===== src/design/mi_pkg.sv =====
// ----------------------------------------------------------------------------
// Modular inverse package
// Shared widths, word types, sequencer states and control structs.
// ----------------------------------------------------------------------------
package mi_pkg;

  localparam int WORD_BITS  = 31;
  localparam int SHIFT_BITS = $clog2(WORD_BITS);
  localparam int COEF_BITS  = WORD_BITS + 3;
  localparam int DIFF_BITS  = WORD_BITS + 2;

  typedef logic [WORD_BITS-1:0]         word_t;
  typedef logic signed [COEF_BITS-1:0]  coef_t;
  typedef logic [SHIFT_BITS-1:0]        shift_t;

  typedef enum logic [2:0] {
    ST_IDLE,
    ST_ALIGN,
    ST_DIV,
    ST_FIX_NEG,
    ST_FIX_GE
  } state_t;

  typedef enum logic [2:0] {
    OP_HOLD,
    OP_LOAD,
    OP_SHIFT,
    OP_STEP,
    OP_FIX_NEG
  } op_t;

  typedef struct packed {
    op_t  op;
    logic cmp_dbl;
    logic in_ready;
    logic out_load;
  } seq_ctrl_t;

  typedef struct packed {
    logic b_zero;
    logic fits;
    logic k_zero;
  } dp_stat_t;

endpackage


===== src/design/mi_datapath.sv =====
// ----------------------------------------------------------------------------
// Modular inverse datapath
// Remainder and coefficient registers around one shared compare/subtract unit;
// runs shift-subtract division rounds of the extended Euclidean algorithm.
// ----------------------------------------------------------------------------
module mi_datapath (
  input  logic              clk,
  input  mi_pkg::seq_ctrl_t ctrl,
  input  mi_pkg::word_t     load_value,
  input  mi_pkg::word_t     modulus,
  output mi_pkg::dp_stat_t  stat,
  output mi_pkg::word_t     res_inverse,
  output logic              res_exists
);

  mi_pkg::word_t  a_r, a_nxt;
  mi_pkg::word_t  b_r, b_nxt;
  mi_pkg::word_t  d_r, d_nxt;
  mi_pkg::coef_t  sa_r, sa_nxt;
  mi_pkg::coef_t  sb_r, sb_nxt;
  mi_pkg::coef_t  ds_r, ds_nxt;
  mi_pkg::shift_t k_r, k_nxt;

  logic [mi_pkg::DIFF_BITS-1:0] opnd;
  logic [mi_pkg::DIFF_BITS-1:0] diff;
  logic                         fits;
  mi_pkg::word_t                a_rem;
  mi_pkg::coef_t                sa_sub;
  mi_pkg::coef_t                sa_rem;
  mi_pkg::coef_t                mod_c;
  mi_pkg::coef_t                sa_fix;
  logic                         sa_ge;

  assign mod_c = mi_pkg::coef_t'({3'b000, modulus});

  // shared compare/subtract unit
  always_comb begin
    if (ctrl.cmp_dbl) begin
      opnd = {1'b0, d_r, 1'b0};
    end else begin
      opnd = {2'b00, d_r};
    end
    diff = {2'b00, a_r} - opnd;
  end

  assign fits   = ~diff[mi_pkg::DIFF_BITS-1];
  assign a_rem  = fits ? diff[mi_pkg::WORD_BITS-1:0] : a_r;
  assign sa_sub = sa_r - ds_r;
  assign sa_rem = fits ? sa_sub : sa_r;

  always_comb begin
    a_nxt  = a_r;
    b_nxt  = b_r;
    d_nxt  = d_r;
    sa_nxt = sa_r;
    sb_nxt = sb_r;
    ds_nxt = ds_r;
    k_nxt  = k_r;
    case (ctrl.op)
      mi_pkg::OP_LOAD: begin
        a_nxt  = load_value;
        b_nxt  = modulus;
        d_nxt  = modulus;
        sa_nxt = mi_pkg::coef_t'(1);
        sb_nxt = '0;
        ds_nxt = '0;
        k_nxt  = '0;
      end
      mi_pkg::OP_SHIFT: begin
        d_nxt  = {d_r[mi_pkg::WORD_BITS-2:0], 1'b0};
        ds_nxt = ds_r <<< 1;
        k_nxt  = k_r + mi_pkg::shift_t'(1);
      end
      mi_pkg::OP_STEP: begin
        if (k_r == '0) begin
          a_nxt  = b_r;
          b_nxt  = a_rem;
          d_nxt  = a_rem;
          sa_nxt = sb_r;
          sb_nxt = sa_rem;
          ds_nxt = sa_rem;
        end else begin
          a_nxt  = a_rem;
          sa_nxt = sa_rem;
          d_nxt  = d_r >> 1;
          ds_nxt = ds_r >>> 1;
          k_nxt  = k_r - mi_pkg::shift_t'(1);
        end
      end
      mi_pkg::OP_FIX_NEG: begin
        if (sa_r[mi_pkg::COEF_BITS-1]) begin
          sa_nxt = sa_r + mod_c;
        end
      end
      default: begin
      end
    endcase
  end

  always_ff @(posedge clk) begin
    a_r  <= a_nxt;
    b_r  <= b_nxt;
    d_r  <= d_nxt;
    sa_r <= sa_nxt;
    sb_r <= sb_nxt;
    ds_r <= ds_nxt;
    k_r  <= k_nxt;
  end

  assign stat.b_zero = (b_r == '0);
  assign stat.fits   = fits;
  assign stat.k_zero = (k_r == '0);

  assign sa_fix = sa_r - mod_c;
  assign sa_ge  = ~sa_fix[mi_pkg::COEF_BITS-1];

  assign res_exists  = (modulus != '0) && (a_r == mi_pkg::word_t'(1));

  always_comb begin
    if (!res_exists) begin
      res_inverse = '0;
    end else if (sa_ge) begin
      res_inverse = sa_fix[mi_pkg::WORD_BITS-1:0];
    end else begin
      res_inverse = sa_r[mi_pkg::WORD_BITS-1:0];
    end
  end

endmodule


===== src/design/mi_ctrl.sv =====
// ----------------------------------------------------------------------------
// Modular inverse sequencer
// Steps the datapath through align, divide and final reduction per word.
// ----------------------------------------------------------------------------
module mi_ctrl (
  input  logic              clk,
  input  logic              rst_n,
  input  logic              in_valid,
  input  logic              slot_free,
  input  mi_pkg::dp_stat_t  stat,
  output mi_pkg::seq_ctrl_t ctrl
);

  mi_pkg::state_t state_r, state_nxt;

  always_comb begin
    state_nxt = state_r;
    case (state_r)
      mi_pkg::ST_IDLE: begin
        if (in_valid) begin
          state_nxt = mi_pkg::ST_ALIGN;
        end
      end
      mi_pkg::ST_ALIGN: begin
        if (stat.b_zero) begin
          state_nxt = mi_pkg::ST_FIX_NEG;
        end else if (!stat.fits) begin
          state_nxt = mi_pkg::ST_DIV;
        end
      end
      mi_pkg::ST_DIV: begin
        if (stat.k_zero) begin
          state_nxt = mi_pkg::ST_ALIGN;
        end
      end
      mi_pkg::ST_FIX_NEG: begin
        state_nxt = mi_pkg::ST_FIX_GE;
      end
      mi_pkg::ST_FIX_GE: begin
        if (slot_free) begin
          state_nxt = mi_pkg::ST_IDLE;
        end
      end
      default: begin
        state_nxt = mi_pkg::ST_IDLE;
      end
    endcase
  end

  always_comb begin
    ctrl.op       = mi_pkg::OP_HOLD;
    ctrl.cmp_dbl  = 1'b0;
    ctrl.in_ready = 1'b0;
    ctrl.out_load = 1'b0;
    case (state_r)
      mi_pkg::ST_IDLE: begin
        ctrl.in_ready = 1'b1;
        if (in_valid) begin
          ctrl.op = mi_pkg::OP_LOAD;
        end
      end
      mi_pkg::ST_ALIGN: begin
        ctrl.cmp_dbl = 1'b1;
        if (!stat.b_zero && stat.fits) begin
          ctrl.op = mi_pkg::OP_SHIFT;
        end
      end
      mi_pkg::ST_DIV: begin
        ctrl.op = mi_pkg::OP_STEP;
      end
      mi_pkg::ST_FIX_NEG: begin
        ctrl.op = mi_pkg::OP_FIX_NEG;
      end
      mi_pkg::ST_FIX_GE: begin
        ctrl.out_load = slot_free;
      end
      default: begin
      end
    endcase
  end

  always_ff @(posedge clk) begin
    if (!rst_n) begin
      state_r <= mi_pkg::ST_IDLE;
    end else begin
      state_r <= state_nxt;
    end
  end

endmodule


===== src/design/modular_inverse_top.sv =====
// ----------------------------------------------------------------------------
// Modular inverse top level
// Inverse of a word modulo a configured modulus by the extended Euclidean
// algorithm, with a flag telling whether the inverse exists.
//
// Channels: in_* carries the value to invert, out_* the inverse (tdata) and
// the exists flag (tuser), cfg_* writes the modulus. Write cfg only while
// idle. The shared compare/subtract unit works out one quotient bit per
// cycle while dividing. in_tready is high only while the sequencer is idle.
// Results sit in an output register, so the next word is taken while a
// result waits. If out_tready stays low, the sequencer holds its finished
// result until the register frees. Reset clears the sequencer and the
// output valid, and sets the modulus to 2.
// ----------------------------------------------------------------------------
module modular_inverse_top (
  input  logic                         clk,
  input  logic                         rst_n,
  input  logic                         in_tvalid,
  output logic                         in_tready,
  input  logic [31:0]                  in_tdata,   // [30:0] value
  output logic                         out_tvalid,
  input  logic                         out_tready,
  output logic [31:0]                  out_tdata,  // [30:0] inverse
  output logic                         out_tuser,  // [0] exists
  input  logic                         cfg_valid,
  output logic                         cfg_ready,
  input  logic [mi_pkg::WORD_BITS-1:0] cfg_data    // [30:0] modulus
);

  mi_pkg::seq_ctrl_t ctrl;
  mi_pkg::dp_stat_t  stat;
  mi_pkg::word_t     modulus_r;
  mi_pkg::word_t     res_inverse;
  logic              res_exists;
  logic              out_valid_r;
  mi_pkg::word_t     out_inverse_r;
  logic              out_exists_r;
  logic              slot_free;

  assign cfg_ready = 1'b1;

  always_ff @(posedge clk) begin
    if (!rst_n) begin
      modulus_r <= mi_pkg::word_t'(2);
    end else if (cfg_valid) begin
      modulus_r <= cfg_data;
    end
  end

  assign slot_free = ~out_valid_r | out_tready;

  mi_ctrl u_ctrl (
    .clk       (clk),
    .rst_n     (rst_n),
    .in_valid  (in_tvalid),
    .slot_free (slot_free),
    .stat      (stat),
    .ctrl      (ctrl)
  );

  mi_datapath u_dp (
    .clk         (clk),
    .ctrl        (ctrl),
    .load_value  (in_tdata[mi_pkg::WORD_BITS-1:0]),
    .modulus     (modulus_r),
    .stat        (stat),
    .res_inverse (res_inverse),
    .res_exists  (res_exists)
  );

  assign in_tready = ctrl.in_ready;

  always_ff @(posedge clk) begin
    if (!rst_n) begin
      out_valid_r <= 1'b0;
    end else if (ctrl.out_load) begin
      out_valid_r <= 1'b1;
    end else if (out_tready) begin
      out_valid_r <= 1'b0;
    end
  end

  always_ff @(posedge clk) begin
    if (ctrl.out_load) begin
      out_inverse_r <= res_inverse;
      out_exists_r  <= res_exists;
    end
  end

  assign out_tvalid = out_valid_r;
  assign out_tdata  = {1'b0, out_inverse_r};
  assign out_tuser  = out_exists_r;

endmodule

===== config.mk =====
export PLATFORM = sky130hd
export DESIGN_NAME = modular_inverse_top
export DESIGN_NICKNAME = d
export VERILOG_FILES = /design/src/design/mi_pkg.sv /design/src/design/mi_datapath.sv /design/src/design/mi_ctrl.sv /design/src/design/modular_inverse_top.sv
export SDC_FILE = /design/constraint.sdc
export NUM_CORES = 1
export LEC_CHECK = 0
export BUFFER_PORTS_ARGS = -buffer_cell sky130_fd_sc_hd__buf_2
export CORE_AREA = 5 5 174 343
export CTS_CLUSTER_DIAMETER = 200
export DETAILED_ROUTE_END_ITERATION = 16
export DIE_AREA = 0 0 179 348
export PLACE_DENSITY = 0.5
export SETUP_SLACK_MARGIN = 0.02
export SLEW_MARGIN = 0
export SYNTH_ARGS = -nofsm -noshare
export SYNTH_HDL_FRONTEND = slang
export SYNTH_SLANG_ARGS = --single-unit

===== constraint.sdc =====
create_clock -name clk -period 5.9 [get_ports clk]
set_clock_uncertainty 0.15 [all_clocks]
set_input_delay 0.885 -clock clk [delete_from_list [all_inputs] [get_ports clk]]
set_output_delay 0.885 -clock clk [all_outputs]
set_load 0.01 [all_outputs]

### Word level (Yosys, flattened, before mapping)

Cells that the tools add are included.

| operators by class | value |
|---|---|
| divide/modulo/power cells | 0 |
| shifts and indexed selects | 0 |
| magnitude comparators | 0 |
| add/sub/neg operators | 6 |
| equality and inequality tests | 16 |
| reductions and logical operators | 16 |
| mux-type cells | 33 |
| multipliers | 0 |
| bitwise operators | 3 |

Operator list:

| kind | number |
|---|---|
| 34-bit case mux with 3 select lines | 2 |
| 34-bit 2-to-1 mux | 5 |
| 31-bit 2-to-1 mux | 5 |
| 31-bit case mux with 2 select lines | 2 |
| 31-bit case mux with 3 select lines | 1 |
| 34-bit case mux with 2 select lines | 1 |
| 34-bit by 32-bit adder with 34-bit output | 1 |
| 34-bit by 32-bit subtractor with 34-bit output | 1 |
| 34-bit subtractor | 1 |
| 31-bit by 32-bit subtractor with 33-bit output | 1 |
| 32-bit 2-to-1 mux | 1 |
| 31-bit by 1-bit == test with 1-bit output (second input constant) | 1 |
| 31-bit zero test | 1 |
| 31-bit nonzero test | 1 |
| 3-bit 2-to-1 mux | 5 |
| 3-bit case mux with 5 select lines | 1 |
| 5-bit case mux with 3 select lines | 1 |
| 3-bit by 2-bit == test with 1-bit output (second input constant) | 4 |
| 3-bit case mux with 4 select lines | 1 |
| 2-bit != test (second input constant) | 4 |
| 2-bit AND reduction | 4 |
| 3-bit by 1-bit == test with 1-bit output (second input constant) | 2 |
| 3-bit == test (second input constant) | 2 |
| 1-bit 2-to-1 mux | 6 |
| 15 further kinds | 20 |

| word-level totals | value |
|---|---|
| memory bits (writable) | 0 |
| bits in latches | 0 |
| word-level logic and storage cells | 88 |
| bits in registers | 267 |
| input bits | 68 |
| ROM bits | 0 |
| output and inout port bits | 36 |
| memories kept | 0 |

### Logic depth before layout (Yosys ltp)

| logic depth | value |
|---|---|
| depth in word-level cells | 11 |
| mapped depth | 20 |
| depth with buffers taken out | 16 |

### Cells and area by module

Synthesis repeated with hierarchy kept, for this count alone.

| unflattened totals | value |
|---|---|
| cells, all modules | 2325 |
| area total of the unflattened synthesis | 20483.4 µm² |

Modules (own cells, without submodules):

| module | cells an instance | instances | area each (µm²) |
|---|---|---|---|
| mi_datapath | 2159 | 1 | 18052.3 |
| modular_inverse_top | 140 | 1 | 2225.9 |
| mi_ctrl | 26 | 1 | 205.2 |

### Least setup slack after synthesis

Ideal clock, no wire load.

| timing | value |
|---|---|
| path type | register -> register |
| from | reg u_ctrl.state_r[0] |
| to | reg u_dp.d_r[0] (enable) |
| library setup time | 0.690 ns |
| cell stages (with the launch flop) | 17 |
| arrival time | 4.827 ns |
| setup slack | 0.233 ns |
| cells stage by stage | dfxtp_1 buf_2 inv_1 nor3_2 clkbuf_1 mux2i_1 ha_1 a21oi_1 o21ai_1 a221o_1 a21oi_2 o21ai_2 a41oi_1 nor3b_2 nor2_1 buf_2 nand2_1 |

| on the way | value |
|---|---|
| cells in the longest elaborated chain, start to end | 10 |

Ends and longest elaborated chain:

| what | line | text |
|---|---|---|
| start, declared | mi_ctrl.sv:14 | `mi_pkg::state_t state_r, state_nxt;` |
| start signal, assigned | mi_ctrl.sv:84 | `state_r <= mi_pkg::ST_IDLE;` |
| start signal, assigned | mi_ctrl.sv:86 | `state_r <= state_nxt;` |
| 3-bit by 1-bit == test with 1-bit output | mi_ctrl.sv:55 | `case (state_r)` |
| 1-bit 2-to-1 mux | mi_ctrl.sv:55 |  |
| 32-bit 2-to-1 mux | mi_datapath.sv:38 | `if (ctrl.cmp_dbl) begin` |
| 31-bit by 32-bit subtractor with 33-bit output | mi_datapath.sv:43 | `diff = {2'b00, a_r} - opnd;` |
| 1-bit NOT | mi_datapath.sv:46 | `assign fits = ~diff[mi_pkg::DIFF_BITS-1];` |
| 1-bit logical AND | mi_ctrl.sv:64 | `if (!stat.b_zero && stat.fits) begin` |
| 2-bit 2-to-1 mux | mi_ctrl.sv:64 |  |
| 3-bit case mux with 4 select lines * | mi_ctrl.sv:55 |  |
| 3-bit by 1-bit == test with 1-bit output or 3-bit by 2-bit == test with 1-bit output (tied branches) | mi_datapath.sv:59 | `case (ctrl.op)` |
| 3-bit nonzero test (no source line) * | -- |  |
| end signal, assigned | mi_datapath.sv:103 | `d_r <= d_nxt;` |
| end, declared | mi_datapath.sv:18 | `mi_pkg::word_t d_r, d_nxt;` |

Mark *: on every way between the ends. The rest lies on a longest branch, timed or not.
A chain may end at the register's enable or synchronous reset.

### Final worst setup path

| timing | value |
|---|---|
| from | reg u_ctrl.state_r[0] |
| to | reg u_dp.ds_r[32] (enable) |

| on the way | value |
|---|---|
| cells in the longest elaborated chain, start to end | 10 |

Ends and longest elaborated chain:

| what | line | text |
|---|---|---|
| 3-bit by 1-bit == test with 1-bit output | mi_ctrl.sv:55 |  |
| 1-bit 2-to-1 mux | mi_ctrl.sv:55 |  |
| 32-bit 2-to-1 mux | mi_datapath.sv:38 |  |
| 31-bit by 32-bit subtractor with 33-bit output | mi_datapath.sv:43 |  |
| 1-bit NOT | mi_datapath.sv:46 |  |
| 1-bit logical AND | mi_ctrl.sv:64 |  |
| 2-bit 2-to-1 mux | mi_ctrl.sv:64 |  |
| 3-bit case mux with 4 select lines * | mi_ctrl.sv:55 |  |
| 3-bit by 1-bit == test with 1-bit output or 3-bit by 2-bit == test with 1-bit output (tied branches) | mi_datapath.sv:59 |  |
| 3-bit nonzero test (no source line) * | -- |  |
| end signal, assigned | mi_datapath.sv:106 | `ds_r <= ds_nxt;` |
| end, declared | mi_datapath.sv:21 | `mi_pkg::coef_t ds_r, ds_nxt;` |

Marked as above.

==> impl_metrics.csv <==
group,metric,value,unit
run_status,outcome,"finished clean",
layout,regArea,0.00767,sq mm
run,maxCapViolCount,0,
setup_path,crit_fanout,22,
grt,grt_overflow,0,
clock_network,cts_tree,"built",
sta,rsz0062_at_grt,"no",
sta,maxSlewViolCount,0,
layout,drive_above_1_share,10.9,%
sta,relSlewSlack,20.0,%
clock_network,post_cts_resized,0,
sta,hold_viol_final,0,
sta,fin_crit,5.49,ns
worst_hold_path,hold_end,"u_dp.sa_r[15]",
floorplanning,die_h,348,um
setup_path,worstRegToRegCells,15,
synth,yosysTopAreaCell,"edfxtp_1",
synth,synthDistinctLibCells,95,
clock_network,clock_sinks,267,
placed_design,hpwl,55.8,mm
setup_path,worstPathArrival,5.64,ns
drt,first_iter_violations,1425,
synth,synthCells,2257,
synth,ys_ff_latch,267,
sta,fin_hold_ws,0.392,ns
drt,first_pass_iters,7,
clock_network,worstSkewPairLatency,0.59,ns
layout,area_growth,12.1,%
drt,wl,74.6,mm
layout,fin_cells,3078,
floorplanning,floorplan.die_area,0.0623,sq mm
setup_path,timing.rr.end,"u_dp.ds_r[32]",
setup_path,critPathMostFrequentCell,"buf_4",
layout,final_util,39.6,%
setup_path,path_cells,"inv_1, nor3_4, buf_4, buf_4, mux2i_1, ha_1, and2_1, a221o_1, a21oi_2, o21ai_2, a41oi_1, nor3b_4, nor2_1, nand2_2, buf_4",
clock_network,clkTransAtPathRegs,0.07,ns
drt,via_per_inst,5.78,
sta,worst_slew_pin_slew,1.20,ns
layout,fin_nets,2501,
grt,grt_usage,23.2,%
clock_network,cts_root_buf,"clkbuf_16",
floorplanning,io-pin-count,104,
synth,syn_nets,2459,
clock_network,cts_inserted_buffers,29,
placed_design,gp_congestion,0.922,
clock_network,hold_buffers,0,
setup_path,cpPeakStageDelay,0.92,ns
layout,nFillCells,5815,
grt,grt_pass1_vias,17800,
grt,grt_max_degree,89,
drt,wl_per_cell,24.2,um
layout,multi_input_area,0.0115,sq mm
setup_path,cp_top_family,"simple AND/OR/NAND/NOR gates",
placed_design,place_inst,3024,
synth,synthTopCellsByCount,"edfxtp_1 (232), a21oi_1 (225), nor2_1 (225)",
worst_hold_path,holdPathStages,2,
setup_path,rr_startpoint,"u_ctrl.state_r[0]",
floorplanning,design.core.area,0.0569,sq mm
sta,period_share,93.1,%
synth,synth_most_common_cell,"edfxtp_1",
setup_path,cp-start-kind,"flop",
clock_network,cts_max_level,1,
floorplanning,dieWidth,179,um
layout,antennaDiodeCount,0,
synth,synth-main-ff-cell,"edfxtp_1",
worst_hold_path,worstHoldStart,"u_dp.sb_r[15]",
setup_path,critPathKind,"flop to flop",
drt,drc_errors,0,
grt,grt_first_pass_wirelength,110,mm
setup_path,worst-path-buf-inv,4,
setup_path,rrSetupSlack,0.41,ns
setup_path,critPathCaptureType,"flop",
synth,synth_area_leaders,"edfxtp_1 (35%), ha_1 (8.0%), a21oi_1 (5.6%)",
grt,antenna_found_initial,0,
floorplanning,start_util,35.3,%
sta,clock.fmax,0.182,GHz
synth,netlist_area,0.0201,sq mm
sta,setup_viol,0,
worst_hold_path,hold_path.class,"flop to flop",
clock_network,clockBufferDepth,3,
floorplanning,rows,124,
drt,postRouteAntennaNets,0,
sta,setup-tns-final,0,ns
synth,ys.warnings.count,0,
synth,ys_seq_area_share,38.1,%
setup_path,worst_path_max_delay_cell,"nor2_1",
setup_path,cp_data_required_time,6.05,ns
drt,via_count,17800,
synth,synth-edff-count,232,
synth,async_flop_share,0,%
synth,yosysTopAreaCellShare,34.6,%
synth,avgSynthCellArea,8.92,sq um
clock_network,postCtsSetupRepairBufs,0,
placed_design,portBuffers,100,
==> logic make-up (layout without fill, tap and decap cells) <==
logic type      count (synthesis)  count (layout)  share of synthesized area (%)
flops                         267             267                           38.1
other cells                     2               2                         0.0373
xor+xnor                      113             113                           4.92
simple gates                  640             640                           14.7
mux                           111             111                           5.55
compound gates                730             730                           22.9
buf+inv                       260             325                           5.30
fa+ha+maj                     134             134                           8.52
==> layout make-up <==
| type | instances | share of cell area [%] |
|---|---|---|
| clock buffers | 37 | 3.68 |
| clock inverters | 17 | 0.904 |
| repair buffers | 151 | 4.30 |
| flip-flops and latches | 267 | 34.0 |
| multi-input cells | 1730 | 50.9 |
| inverters | 120 | 2.00 |
| well taps | 756 | 4.19 |
==> placed cells by master, fill, tap and decap left out, types with 6 or more instances in the layout <==
cell type / n
a211oi_1: 30
a21boi_0: 6
a21o_1: 45
a21oi_1: 225
a221o_1: 14
a22oi_1: 23
a31oi_1: 24
and2_1: 9
and3_1: 20
buf_12: 7
buf_2: 100
buf_4: 44
clkbuf_16: 32
dfxtp_1: 35
edfxtp_1: 232
ha_1: 129
inv_1: 117
mux2i_1: 107
nand2_1: 185
nand2b_1: 19
nand3_1: 43
nand4_1: 15
nor2_1: 223
nor2b_1: 43
nor3_1: 17
nor4_1: 23
o211ai_1: 16
o21a_1: 8
o21ai_0: 208
o21ai_1: 7
o21bai_1: 20
o221ai_1: 13
o22ai_1: 8
o31ai_1: 15
or3_1: 8
xnor2_1: 83
xor2_1: 30
==> routing by layer <==
metal	track usage (%)	up-vias	wire (um)
met3	1.74	163	3310
met1	26.9	8693	28400
li1	-	8311	-
met2	42.8	636	39100
met4	10.2	0	3670
met5	0	-	0
==> sequential cells by signal, summed over array words and instances, names as in the netlist <==
signal and flops:
u_dp.sa_r 34, u_dp.sb_r 34, modulus_r 31, u_dp.d_r 31, out_tvalid 1, out_inverse_r 31, out_tuser 1, u_dp.b_r 31
u_dp.ds_r 34, u_ctrl.state_r 3, u_dp.a_r 31, u_dp.k_r 5
==> worst reg2reg max path: stages, from the launching register on <==
cell	delay, ns
dfxtp_1	0.47
inv_1	0.13
nor3_4	0.16
buf_4	0.29
buf_4	0.40
mux2i_1	0.25
ha_1	0.32
and2_1	0.19
a221o_1	0.30
a21oi_2	0.29
o21ai_2	0.14
a41oi_1	0.57
nor3b_4	0.11
nor2_1	0.92
nand2_2	0.18
buf_4	0.32
==> worst max-delay path by stage <==
stage | endpoint | slack (ns) | from | cells past startpoint
detailed placement | u_dp.ds_r[32] | 0.43 | u_ctrl.state_r[0] | 15
floorplan | u_dp.d_r[0] | 0.23 | u_ctrl.state_r[0] | 16
CTS | u_dp.ds_r[32] | 0.40 | u_ctrl.state_r[0] | 15
finish | u_dp.ds_r[32] | 0.41 | u_ctrl.state_r[0] | 15
global route | u_dp.ds_r[23] | 0.12 | u_ctrl.state_r[0] | 16
global placement | u_dp.ds_r[32] | 0.53 | u_ctrl.state_r[0] | 15
==> metrics by stage <==
step	area (sq um)	setup WS, ns
6_report	22600	0.408
5_1_grt	22600	0.124
4_1_cts	22600	0.404
3_5_place_dp	21500	0.433
3_3_place_gp	21500	0.532
2_1_floorplan	20100	0.233
Power is not shown: default switching activity piles up to over one toggle a cycle in this logic, so the estimate is an artifact.
